==> config.mk <==
export PLATFORM = sky130hd
export DESIGN_NAME = nibble_rle_glyph_decoder
export DESIGN_NICKNAME = d
export VERILOG_FILES = /design/src/rleg_pkg.sv /design/src/nibble_rle_glyph_decoder.sv /design/src/rleg_nibble.sv
export SDC_FILE = /design/constraint.sdc
export NUM_CORES = 1
export LEC_CHECK = 0
export BUFFER_PORTS_ARGS = -buffer_cell sky130_fd_sc_hd__clkbuf_2
export CAP_MARGIN = 20
export CORE_UTILIZATION = 33
export CTS_BUF_LIST = sky130_fd_sc_hd__clkbuf_16
export CTS_CLUSTER_SIZE = 28
export DETAILED_ROUTE_END_ITERATION = 6
export GPL_ROUTABILITY_DRIVEN = 0
export SLEW_MARGIN = 15
export SYNTH_ARGS = -nofsm -noshare
export SYNTH_HDL_FRONTEND = slang
export SYNTH_SLANG_ARGS = --single-unit
==> constraint.sdc <==
create_clock -name clk_i -period 16.3 [get_ports clk_i]
set_input_delay 1.63 -clock clk_i [delete_from_list [all_inputs] [get_ports clk_i]]
set_output_delay 1.63 -clock clk_i [all_outputs]
set_load 0.005 [all_outputs]
==> src/rleg_pkg.sv <==
package rleg_pkg;

  typedef enum logic [1:0] {
    PH_CTRL  = 2'd0,
    PH_VALUE = 2'd1,
    PH_LIT   = 2'd2
  } phase_e;

  localparam int unsigned PIX_PER_WORD = 8;
  localparam logic [3:0]  NIB_MASK     = 4'hF;

  typedef struct packed {
    phase_e      phase;
    logic [2:0]  run_left;
    logic [31:0] pend;
    logic [2:0]  pcnt;
    logic        complete;
  } dec_state_t;

  localparam dec_state_t DEC_RESET = '{
    phase:    PH_CTRL,
    run_left: 3'd0,
    pend:     32'd0,
    pcnt:     3'd0,
    complete: 1'b1
  };

  localparam dec_state_t DEC_START = '{
    phase:    PH_CTRL,
    run_left: 3'd0,
    pend:     32'd0,
    pcnt:     3'd0,
    complete: 1'b0
  };

endpackage

==> src/nibble_rle_glyph_decoder.sv <==
// channel | dir | handshake                   | payload
// input   | in  | in_valid_i / in_stall_o     | data_byte_i, glyph_start_i
// output  | out | out_valid_o / out_stall_i   | pixel_word_o, word_index_o, last_word_o
//
// one byte per cycle unless a stalled output holds the pipe: input register, two chained nibble steps, result register
// a byte's word goes from the input register through the result register to the outputs, at most one word per byte
// rst_ni clears the decoder to waiting for a glyph start
// a stalled output holds the pipe; input stall follows output stall while both registers are full
module nibble_rle_glyph_decoder #(
  parameter int unsigned GLYPH_PIXELS = 576
) (
  input  logic        clk_i,
  input  logic        rst_ni,
  input  logic        in_valid_i,
  output logic        in_stall_o,
  input  logic [7:0]  data_byte_i,
  input  logic        glyph_start_i,
  output logic        out_valid_o,
  input  logic        out_stall_i,
  output logic [31:0] pixel_word_o,
  output logic [6:0]  word_index_o,
  output logic        last_word_o
);

  localparam int unsigned GLYPH_WORDS = GLYPH_PIXELS / 8;
  localparam int unsigned WORDS_W     = $clog2(GLYPH_WORDS + 1);
  localparam logic [6:0]  LAST_IDX    = 7'((GLYPH_WORDS - 1) % 128);

  logic                 in_vld_q;
  logic [7:0]           byte_q;
  logic                 start_q;
  logic                 adv;
  logic                 step;

  rleg_pkg::dec_state_t st_q, st_d, st0, st1;
  logic [WORDS_W-1:0]   words_q, words_d, words0, words1;

  logic                 vld_a, vld_b, last_a, last_b;
  logic [31:0]          word_a, word_b;
  logic [6:0]           idx_a, idx_b;

  logic                 out_vld_q;
  logic [31:0]          out_word_q;
  logic [6:0]           out_idx_q;
  logic                 out_last_q;

  assign adv        = !out_vld_q || !out_stall_i;
  assign step       = in_vld_q && adv;
  assign in_stall_o = in_vld_q && !adv;

  // input register
  always_ff @(posedge clk_i or negedge rst_ni) begin
    if (!rst_ni) begin
      in_vld_q <= 1'b0;
    end else if (!in_stall_o) begin
      in_vld_q <= in_valid_i;
    end
  end

  always_ff @(posedge clk_i) begin
    if (in_valid_i && !in_stall_o) begin
      byte_q  <= data_byte_i;
      start_q <= glyph_start_i;
    end
  end

  // glyph start wipes the decoder before the byte is decoded
  assign st0    = start_q ? rleg_pkg::DEC_START : st_q;
  assign words0 = start_q ? '0 : words_q;

  rleg_nibble #(
    .GLYPH_WORDS (GLYPH_WORDS),
    .WORDS_W     (WORDS_W)
  ) u_nib_hi (
    .st_i       (st0),
    .words_i    (words0),
    .nib_i      (byte_q[7:4]),
    .st_o       (st1),
    .words_o    (words1),
    .word_vld_o (vld_a),
    .word_o     (word_a),
    .index_o    (idx_a),
    .last_o     (last_a)
  );

  rleg_nibble #(
    .GLYPH_WORDS (GLYPH_WORDS),
    .WORDS_W     (WORDS_W)
  ) u_nib_lo (
    .st_i       (st1),
    .words_i    (words1),
    .nib_i      (byte_q[3:0]),
    .st_o       (st_d),
    .words_o    (words_d),
    .word_vld_o (vld_b),
    .word_o     (word_b),
    .index_o    (idx_b),
    .last_o     (last_b)
  );

  always_ff @(posedge clk_i or negedge rst_ni) begin
    if (!rst_ni) begin
      st_q    <= rleg_pkg::DEC_RESET;
      words_q <= '0;
    end else if (step) begin
      st_q    <= st_d;
      words_q <= words_d;
    end
  end

  // result register
  always_ff @(posedge clk_i or negedge rst_ni) begin
    if (!rst_ni) begin
      out_vld_q <= 1'b0;
    end else if (adv) begin
      out_vld_q <= in_vld_q && (vld_a || vld_b);
    end
  end

  always_ff @(posedge clk_i) begin
    if (step && (vld_a || vld_b)) begin
      if (vld_a) begin
        out_word_q <= word_a;
        out_idx_q  <= idx_a;
        out_last_q <= last_a;
      end else begin
        out_word_q <= word_b;
        out_idx_q  <= idx_b;
        out_last_q <= last_b;
      end
    end
  end

  assign out_valid_o  = out_vld_q;
  assign pixel_word_o = out_word_q;
  assign word_index_o = out_idx_q;
  assign last_word_o  = out_last_q;

  a_last_index : assert property (@(posedge clk_i) disable iff (!rst_ni)
    out_valid_o && last_word_o |-> word_index_o == LAST_IDX)
    else $error("last word with wrong index");

  a_last_done : assert property (@(posedge clk_i) disable iff (!rst_ni)
    out_valid_o && last_word_o |-> st_q.complete)
    else $error("decoder still active after last word");

  a_words_range : assert property (@(posedge clk_i) disable iff (!rst_ni)
    !st_q.complete |-> words_q < WORDS_W'(GLYPH_WORDS))
    else $error("word count past glyph end while decoding");

endmodule

==> src/rleg_nibble.sv <==
module rleg_nibble #(
  parameter int unsigned GLYPH_WORDS = 72,
  parameter int unsigned WORDS_W     = 7
) (
  input  rleg_pkg::dec_state_t st_i,
  input  logic [WORDS_W-1:0]   words_i,
  input  logic [3:0]           nib_i,
  output rleg_pkg::dec_state_t st_o,
  output logic [WORDS_W-1:0]   words_o,
  output logic                 word_vld_o,
  output logic [31:0]          word_o,
  output logic [6:0]           index_o,
  output logic                 last_o
);

  logic [3:0]           run_n;
  logic [3:0]           total;
  logic [3:0]           over;
  logic [31:0]          merged;
  logic [31:0]          spill;
  logic                 full;
  logic [WORDS_W+6:0]   words_ext;
  logic [WORDS_W:0]     words_inc;
  rleg_pkg::dec_state_t st_ph;

  // phase step: how many copies of this nibble go into the word
  always_comb begin
    st_ph = st_i;
    run_n = 4'd0;
    unique case (st_i.phase)
      rleg_pkg::PH_VALUE: begin
        run_n        = {1'b0, st_i.run_left};
        st_ph.run_left = 3'd0;
        st_ph.phase    = rleg_pkg::PH_CTRL;
      end
      rleg_pkg::PH_LIT: begin
        run_n          = 4'd1;
        st_ph.run_left = st_i.run_left - 3'd1;
        if (st_i.run_left == 3'd1) begin
          st_ph.phase = rleg_pkg::PH_CTRL;
        end
      end
      default: begin
        st_ph.run_left = nib_i[2:0];
        if (nib_i[3]) begin
          st_ph.phase = rleg_pkg::PH_VALUE;
        end else if (nib_i[2:0] != 3'd0) begin
          st_ph.phase = rleg_pkg::PH_LIT;
        end else begin
          st_ph.phase = rleg_pkg::PH_CTRL;
        end
      end
    endcase
  end

  assign total = {1'b0, st_i.pcnt} + run_n;
  assign full  = (total >= 4'(rleg_pkg::PIX_PER_WORD));
  assign over  = total - 4'(rleg_pkg::PIX_PER_WORD);

  // fill slots pcnt..total-1, spill past the word boundary into the next one
  always_comb begin
    merged = st_i.pend;
    spill  = 32'd0;
    for (int i = 0; i < 8; i++) begin
      if ((4'(i) >= {1'b0, st_i.pcnt}) && (4'(i) < total)) begin
        merged[4*i +: 4] = nib_i & rleg_pkg::NIB_MASK;
      end
      if (4'(i) < over) begin
        spill[4*i +: 4] = nib_i & rleg_pkg::NIB_MASK;
      end
    end
  end

  assign words_ext = {7'd0, words_i};
  assign words_inc = {1'b0, words_i} + {{WORDS_W{1'b0}}, 1'b1};

  always_comb begin
    st_o       = st_ph;
    words_o    = words_i;
    word_vld_o = 1'b0;
    word_o     = merged;
    index_o    = words_ext[6:0];
    last_o     = (words_inc >= (WORDS_W+1)'(GLYPH_WORDS));
    if (st_i.complete) begin
      st_o = st_i;
    end else if (full) begin
      word_vld_o = 1'b1;
      words_o    = words_inc[WORDS_W-1:0];
      if (last_o) begin
        // rest of the run and of the byte is dropped
        st_o.complete = 1'b1;
        st_o.pend     = 32'd0;
        st_o.pcnt     = 3'd0;
      end else begin
        st_o.pend = spill;
        st_o.pcnt = over[2:0];
      end
    end else begin
      st_o.pend = merged;
      st_o.pcnt = total[2:0];
    end
  end

endmodule
### After elaboration in Yosys (flattened, before gate mapping)

Index checks and enable logic that the tools add are counted.

| word-level totals | value |
|---|---|
| flip-flop bits (word level) | 99 |
| latch bits | 0 |
| RAM bits | 0 |
| ROM bits | 0 |
| output and inout bits | 42 |
| word-level logic and storage cells | 171 |
| memories | 0 |

| cells by class | value |
|---|---|
| add/subtract/negate cells | 8 |
| multipliers | 0 |
| div/mod/pow operators | 0 |
| order comparisons | 50 |
| equal/unequal tests | 6 |
| shifts and indexed selects | 0 |
| muxes and demuxes | 67 |
| bitwise logic cells | 0 |
| reduce and logical (&&, ||, !) cells | 27 |

Operators with widths:

| cell | number |
|---|---|
| 35-bit two-way mux | 4 |
| 4-bit two-way mux | 32 |
| 36-bit two-way mux | 2 |
| 3-bit by 4-bit less-than comparator with 1-bit output, first input constant | 16 |
| 7-bit two-way mux | 6 |
| 41-bit two-way mux | 1 |
| 1-bit by 4-bit less-than comparator with 1-bit output, first input constant | 8 |
| 2-bit by 4-bit less-than comparator with 1-bit output, first input constant | 8 |
| 32-bit two-way mux | 1 |
| 5-bit case mux with 2 select lines | 2 |
| 1-bit logical AND | 19 |
| 3-bit >= comparator, first input constant | 6 |
| 7-bit by 1-bit adder with 8-bit output, second input constant | 2 |
| 8-bit by 7-bit >= comparator with 1-bit output, second input constant | 2 |
| 1-bit by 3-bit >= comparator with 1-bit output, first input constant | 4 |
| 2-bit by 3-bit >= comparator with 1-bit output, first input constant | 4 |
| 2-bit two-way mux | 6 |
| 3-bit case mux with 2 select lines | 2 |
| 5-bit two-way mux | 2 |
| 1-bit two-way mux | 9 |
| 3-bit by 3-bit adder with 4-bit output | 2 |
| 4-bit >= comparator, second input constant | 2 |
| 4-bit subtractor, second input constant | 2 |
| 3-bit by 1-bit equality test with 1-bit output, second input constant | 2 |
| other kinds (6) | 14 |

### Longest topological paths before layout

| depth | value |
|---|---|
| word-level depth | 17 |
| depth in mapped cells | 25 |
| mapped depth without buffers | 23 |

### By module

A second synthesis with hierarchy kept.

| unflattened totals | value |
|---|---|
| cell total of the unflattened synthesis | 831 |
| area, all modules | 8013.9 µm² |

By module, submodules not included:

| module | instances | cells an instance | area each (µm²) | seq. area each (µm²) |
|---|---|---|---|---|
| nibble_rle_glyph_decoder | 1 | 259 | 4221.5 | 2723.9 |
| rleg_nibble at u_nib_lo | 1 | 285 | 1898.1 | 0.0 |
| rleg_nibble at u_nib_hi | 1 | 287 | 1894.3 | 0.0 |

### Worst setup path before layout

Ideal clock, no wire load.

| timing path | value |
|---|---|
| kind | register to register |
| from | reg start_q |
| to | reg out_last_q (netlist: last_word_o), enable pin |
| setup time | 0.452 ns |
| data arrival time | 6.290 ns |
| required time | 15.848 ns |
| slack | 9.558 ns |
| stages on the path, launching flop included | 19 |
| path buffers | 4 |
| clock period less this slack | 6.742 ns |
| cells stage by stage | edfxtp_1 -> buf_4 -> clkbuf_1 -> nor2b_1 -> ha_1 -> or3b_2 -> inv_1 -> ha_1 -> a211oi_2 -> nor2_1 -> nand2_1 -> nor4_4 -> nor2_1 -> ha_1 -> a21oi_1 -> and2_1 -> clkbuf_1 -> clkbuf_1 -> a21oi_1 |

| between the ends | value |
|---|---|
| cells in the longest elaborated chain, start to end | 14 |

Ends and longest elaborated chain:

| item | line | text |
|---|---|---|
| start: declaration | nibble_rle_glyph_decoder.sv:31 | `logic start_q;` |
| start signal: assignment | nibble_rle_glyph_decoder.sv:63 | `start_q <= glyph_start_i;` |
| 41-bit two-way mux | nibble_rle_glyph_decoder.sv:68 | `assign st0 = start_q ? rleg_pkg::DEC_START : st_q;` |
| 2-bit equality test or 2-bit by 1-bit equality test with 1-bit output (tied branches) | rleg_nibble.sv:30 | `unique case (st_i.phase)` |
| 3-bit case mux with 2 select lines | rleg_nibble.sv:30 |  |
| 3-bit by 3-bit adder with 4-bit output | rleg_nibble.sv:56 | `assign total = {1'b0, st_i.pcnt} + run_n;` |
| 4-bit subtractor | rleg_nibble.sv:58 | `assign over = total - 4'(rleg_pkg::PIX_PER_WORD);` |
| 35-bit two-way mux | rleg_nibble.sv:89 | `if (last_o) begin` |
| 35-bit two-way mux | rleg_nibble.sv:86 | `end else if (full) begin` |
| 36-bit two-way mux | rleg_nibble.sv:84 | `if (st_i.complete) begin` |
| 3-bit by 3-bit adder with 4-bit output | rleg_nibble.sv:56 |  |
| 4-bit >= comparator | rleg_nibble.sv:57 | `assign full = (total >= 4'(rleg_pkg::PIX_PER_WORD));` |
| 1-bit two-way mux | rleg_nibble.sv:86 |  |
| 1-bit two-way mux | rleg_nibble.sv:84 |  |
| 1-bit logical OR * | nibble_rle_glyph_decoder.sv:121 | `if (step && (vld_a \|\| vld_b)) begin` |
| 1-bit logical AND * | nibble_rle_glyph_decoder.sv:121 |  |
| end signal: assignment | nibble_rle_glyph_decoder.sv:125 | `out_last_q <= last_a;` |
| end signal: assignment | nibble_rle_glyph_decoder.sv:129 | `out_last_q <= last_b;` |
| end: declaration | nibble_rle_glyph_decoder.sv:45 | `logic out_last_q;` |

Every way passes the cells marked *; elsewhere a longest branch is shown, timed or not.
A chain may end at the register's enable or synchronous reset.

### Worst setup path in the final report

| timing path | value |
|---|---|
| from | reg start_q |
| to | reg out_word_q[3] (netlist: pixel_word_o[3]), data pin |

| between the ends | value |
|---|---|
| cells in the longest elaborated chain, start to end | 13 |

Ends and longest elaborated chain:

| item | line | text |
|---|---|---|
| 41-bit two-way mux | nibble_rle_glyph_decoder.sv:68 |  |
| 2-bit equality test or 2-bit by 1-bit equality test with 1-bit output (tied branches) | rleg_nibble.sv:30 |  |
| 3-bit case mux with 2 select lines | rleg_nibble.sv:30 |  |
| 3-bit by 3-bit adder with 4-bit output | rleg_nibble.sv:56 |  |
| 4-bit subtractor | rleg_nibble.sv:58 |  |
| 35-bit two-way mux | rleg_nibble.sv:89 |  |
| 35-bit two-way mux | rleg_nibble.sv:86 |  |
| 36-bit two-way mux | rleg_nibble.sv:84 |  |
| 3-bit by 3-bit adder with 4-bit output | rleg_nibble.sv:56 |  |
| 1-bit by 4-bit less-than comparator with 1-bit output | rleg_nibble.sv:65 | `if ((4'(i) >= {1'b0, st_i.pcnt}) && (4'(i) < total)) begin` |
| 1-bit logical AND | rleg_nibble.sv:65 |  |
| 4-bit two-way mux | rleg_nibble.sv:65 |  |
| 32-bit two-way mux * | nibble_rle_glyph_decoder.sv:122 | `if (vld_a) begin` |
| end signal: assignment | nibble_rle_glyph_decoder.sv:123 | `out_word_q <= word_a;` |
| end signal: assignment | nibble_rle_glyph_decoder.sv:127 | `out_word_q <= word_b;` |
| end: declaration | nibble_rle_glyph_decoder.sv:43 | `logic [31:0] out_word_q;` |

Marked as above.

==> impl_summary.txt <==
----------------------------------------------------
[Power]
  Leakage Power ... 3.26 nW
  Largest vdd supply drop ... 0.0000746 V
  Post-route total power ... 0.00100 W
  PwrDens ... 123 nW/um2

[Timing]
  Skew final ... 0.00823 ns
  Tightest Pin Transition ... 1.09 ns
  Unrepaired setup endpoints after global routing ... no
  Worst slew margin relative to its limit ... 26.7%
  Worst Slack Setup Final ... 10.37 ns
  Time the final worst path needs with I/O delays and setup ... 5.93 ns
  Hold violation count in the final report ... 0
  Share of the clock period used by the worst path ... 36.4%
  Finish-stage setup viols ... 0
  Timing-limited maximum frequency ... 169 MHz
  Final-report max-slew violation count ... 0
  Sum Neg Setup Slack ... 0 ns

[Critical path]
  Launching point of the worst reg2reg path ... start_q
  Worst-path maximum fanout ... 18
  Sequence of cells on the critical path ... inv_1 -> nand2_1 -> ha_1 -> or3b_2 -> inv_1 -> ha_1 -> a211oi_2 -> nor2_1 -> buf_4 -> nand2_1 -> o31a_1 -> a22o_1 -> ha_1 -> inv_1 -> fa_1 -> xor2_1 -> nand2_1 -> nor2_1 -> nand2_1 -> o21ai_0 -> nor2_1 -> or3_1 -> o21ai_0
  Slowest cell delay on critical path ... 0.52 ns
  Worst Setup Path Type ... reg2reg
  Slowest cell on the critical path ... or3b_2
  Critical path arrival ... 6.14 ns
  Critical path startpoint category ... flip-flop
  Worst Reg-to-Reg Cells ... 23
  Endpoint required time on the critical path ... 16.51 ns
  Flop2flop setup slack ... 10.37 ns
  Family with the most delay on the worst path ... simple AND/OR/NAND/NOR gates
  Reg-to-Reg End ... pixel_word_o[3]
  Most frequent CP cell ... nand2_1
  Critical path capture point type ... flip-flop
  Number of buffer and inverter instances along the worst setup path ... 4

[Floorplan]
  Floorplan die area ... 22800 um2
  Vertical die dimension ... 151 um
  Number of top-level pins ... 55
  Horiz. Die Dim ... 151 um
  Starting density of the core ... 33.6%
  Core area ... 21800 um2
  Site row count ... 54

[Global routing]
  GRT overflow ... 0
  Met2 Usage GRT ... 33.7%
  Routing usage on met3 ... 4.01%
  First-pass GRT wire length ... 38300 um
  Total global-route track usage ... 22.4%
  Largest net degree at the start of global routing ... 52
  Global-route track usage on met1 ... 30.7%
  Number of global-route vias before repair ... 6583
  Antenna violations before repair ... 0
  Highest-utilization routing layer at the global route stage ... met2

[Clock tree]
  Quantity of hold-fixing buffers added after cts ... 0
  CTS-repair resized insts ... 0
  Clock slew at reported path FFs ... 0.07 ns
  Source-to-sink clock delay at the later pin of the worst-skew pair ... 0.37 ns
  Cell chosen for the clock root ... clkbuf_16
  TritonCTS clock tree ... yes
  Max Root-Sink Buffers ... 2
  H-tree levels ... 3
  Total clock buffers created by CTS ... 9
  Number of clock sinks ... 99
  Number of post-CTS setup repair buffers ... 0

[Synthesis]
  Seq cells post-synth ... 99
  Adder-cell share of the synthesized area ... 3.27%
  Number of instances in the synthesized netlist ... 858
  Per-instance average area after synthesis ... 8.55 um2
  Post-Synth Simple-Gate Area ... 22.2%
  Cell taking the most area after synthesis ... edfxtp_1
  Area fraction in compound gates after synthesis ... 25.0%
  Dominant cell by count in the synthesized netlist ... nor2_1
  Combinational family with the most area after synthesis ... compound AO/OA/AOI/OAI gates
  Commonest cells in the netlist ... 95 x nor2_1, 80 x nand2_1, 67 x a21oi_1, 63 x o21ai_0
  Total nets after synthesis ... 889
  Post-synthesis mux area share ... 5.61%
  Top cells by area in the synthesized netlist ... edfxtp_1 20%, dfrtp_1 17%, nor2_1 4.9%
  Async S/R FF share, synth ... 50.5%
  Total standard cell area after synthesis ... 7340 um2
  Number of distinct standard cells referenced by the synthesized netlist ... 77
  Ys flop type ... edfxtp_1
  Share of the synthesized area in the top cell type ... 20.0%
  Synthesized-area fraction occupied by xor and xnor cells ... 1.67%
  Yosys synthesis warning count ... 0
  Number of enable-type register cells in the synthesized netlist ... 49
  Sequential share of the synthesized area ... 37.1%

[Detailed routing]
  Final routed DRC violation total ... 0
  Drt wl/cell ... 20.8 um
  Overall via count from detail_route ... 7033
  Routed vias/inst ... 6.04
  Pre-antenna DRT Iters ... 7
  First-iteration detailed-routing DRC count ... 933
  Remaining antenna violation count ... 0
  Final routed wirelength across all metal layers ... 24300 um

[Worst hold path]
  WHS Path Cells ... 2
  Worst Hold End ... st_q[39]
  Path category of the worst min-delay check ... reg2reg
  Origin of the worst min-delay path ... st_q[39]

[Cells and area]
  Layout Area Growth over Synthesis ... 11.5%
  Total number of nets in the final design ... 911
  Multi-input combinational cell area ... 4250 um2
  Non-filler instance count after layout ... 1165
  Fraction of layout instances using a drive strength above 1 ... 13.9%
  Reg area ... 2720 um2
  Ant. Diodes ... 0
  Total of fill cells in the finished design ... 2248

[Placement]
  Worst setup timing slack at the placement stage ... 10.48 ns
  Post-detailed-placement half-perimeter wirelength ... 16500 um
  Buffers added on ports ... 54
  Dpl cells ... 1149

[Job]
  Max Cap Violations ... 0

[Status]
  Status ... finished clean

----------------------------------------------------
## state kept, by name (all words and copies together) (netlist names)
register	count
words_q	7
byte_q	8
last_word_o	1
start_q	1
pixel_word_o	32
in_vld_q	1
word_index_o	7
st_q	41
out_valid_o	1
## routing by layer
metal / vias up / part of all wire, %
li1: 3206 / -
met1: 3360 / 43
met2: 403 / 44
met3: 64 / 10
met4: 0 / 3.5
met5: - / 0
## how the worst max path moves through the flow
stage               startpoint                to  slack (ns)  cells after the start
floorplan              start_q       last_word_o        9.56                     18
global placement       start_q  pixel_word_o[10]       10.61                     16
detailed placement     start_q   pixel_word_o[1]       10.48                     22
CTS                    start_q   pixel_word_o[3]       10.46                     23
global route           start_q   pixel_word_o[3]        9.92                     23
finish                 start_q   pixel_word_o[3]       10.37                     23
## logic make-up after synthesis
kind of cell	Yosys count
simple gates	325
compound gates	270
flops	99
buf+inv	93
mux	39
fa+ha+maj	18
xor+xnor	14
## cells in the final DEF, fill, tap and decap left out, types with 16 or more instances in the layout
master    instances
nor2_1           95
nand2_1          80
a21oi_1          66
o21ai_0          63
clkbuf_2         54
edfxtp_1         49
dfrtp_1          49
inv_1            34
nand3_1          32
mux2i_1          30
nor2b_1          25
nor3_1           23
o211ai_1         18
ha_1             16
buf_4            16
## worst min-delay path, cell delays in order, from the launching register on
cell	delay [ns]
dfrtp_1	0.34
nand2_1	0.04
o21ai_0	0.06
## where the power goes
group | leakage, nW | internal, W | switching [W] | total, W
Sequential | 1.09 | 0.000312 | 0.0000379 | 0.000350
Clock | 0.165 | 0.000150 | 0.000102 | 0.000252
Combinational | 2.01 | 0.000157 | 0.000246 | 0.000402
## area by class of cell
class                   count  area share, %
clock buffers               9           2.75
flip-flops and latches     99           33.3
well taps                 280           4.28
multi-input cells         666           51.9
repair buffers             70           4.77
clock inverters             7           1.42
inverters                  34           1.56
## stage by stage
step / utilization [%] / hold WS, ns / instance area, um2
after floorplan: - / 0.442 / 7340
after global placement: 35.9 / 0.460 / 7840
after detailed placement: 35.9 / 0.464 / 7840
after CTS: 37.5 / 0.486 / 8190
after global routing: 37.5 / 0.503 / 8190
final: 37.5 / 0.481 / 8190
Power figures use the tool's default switching activity.
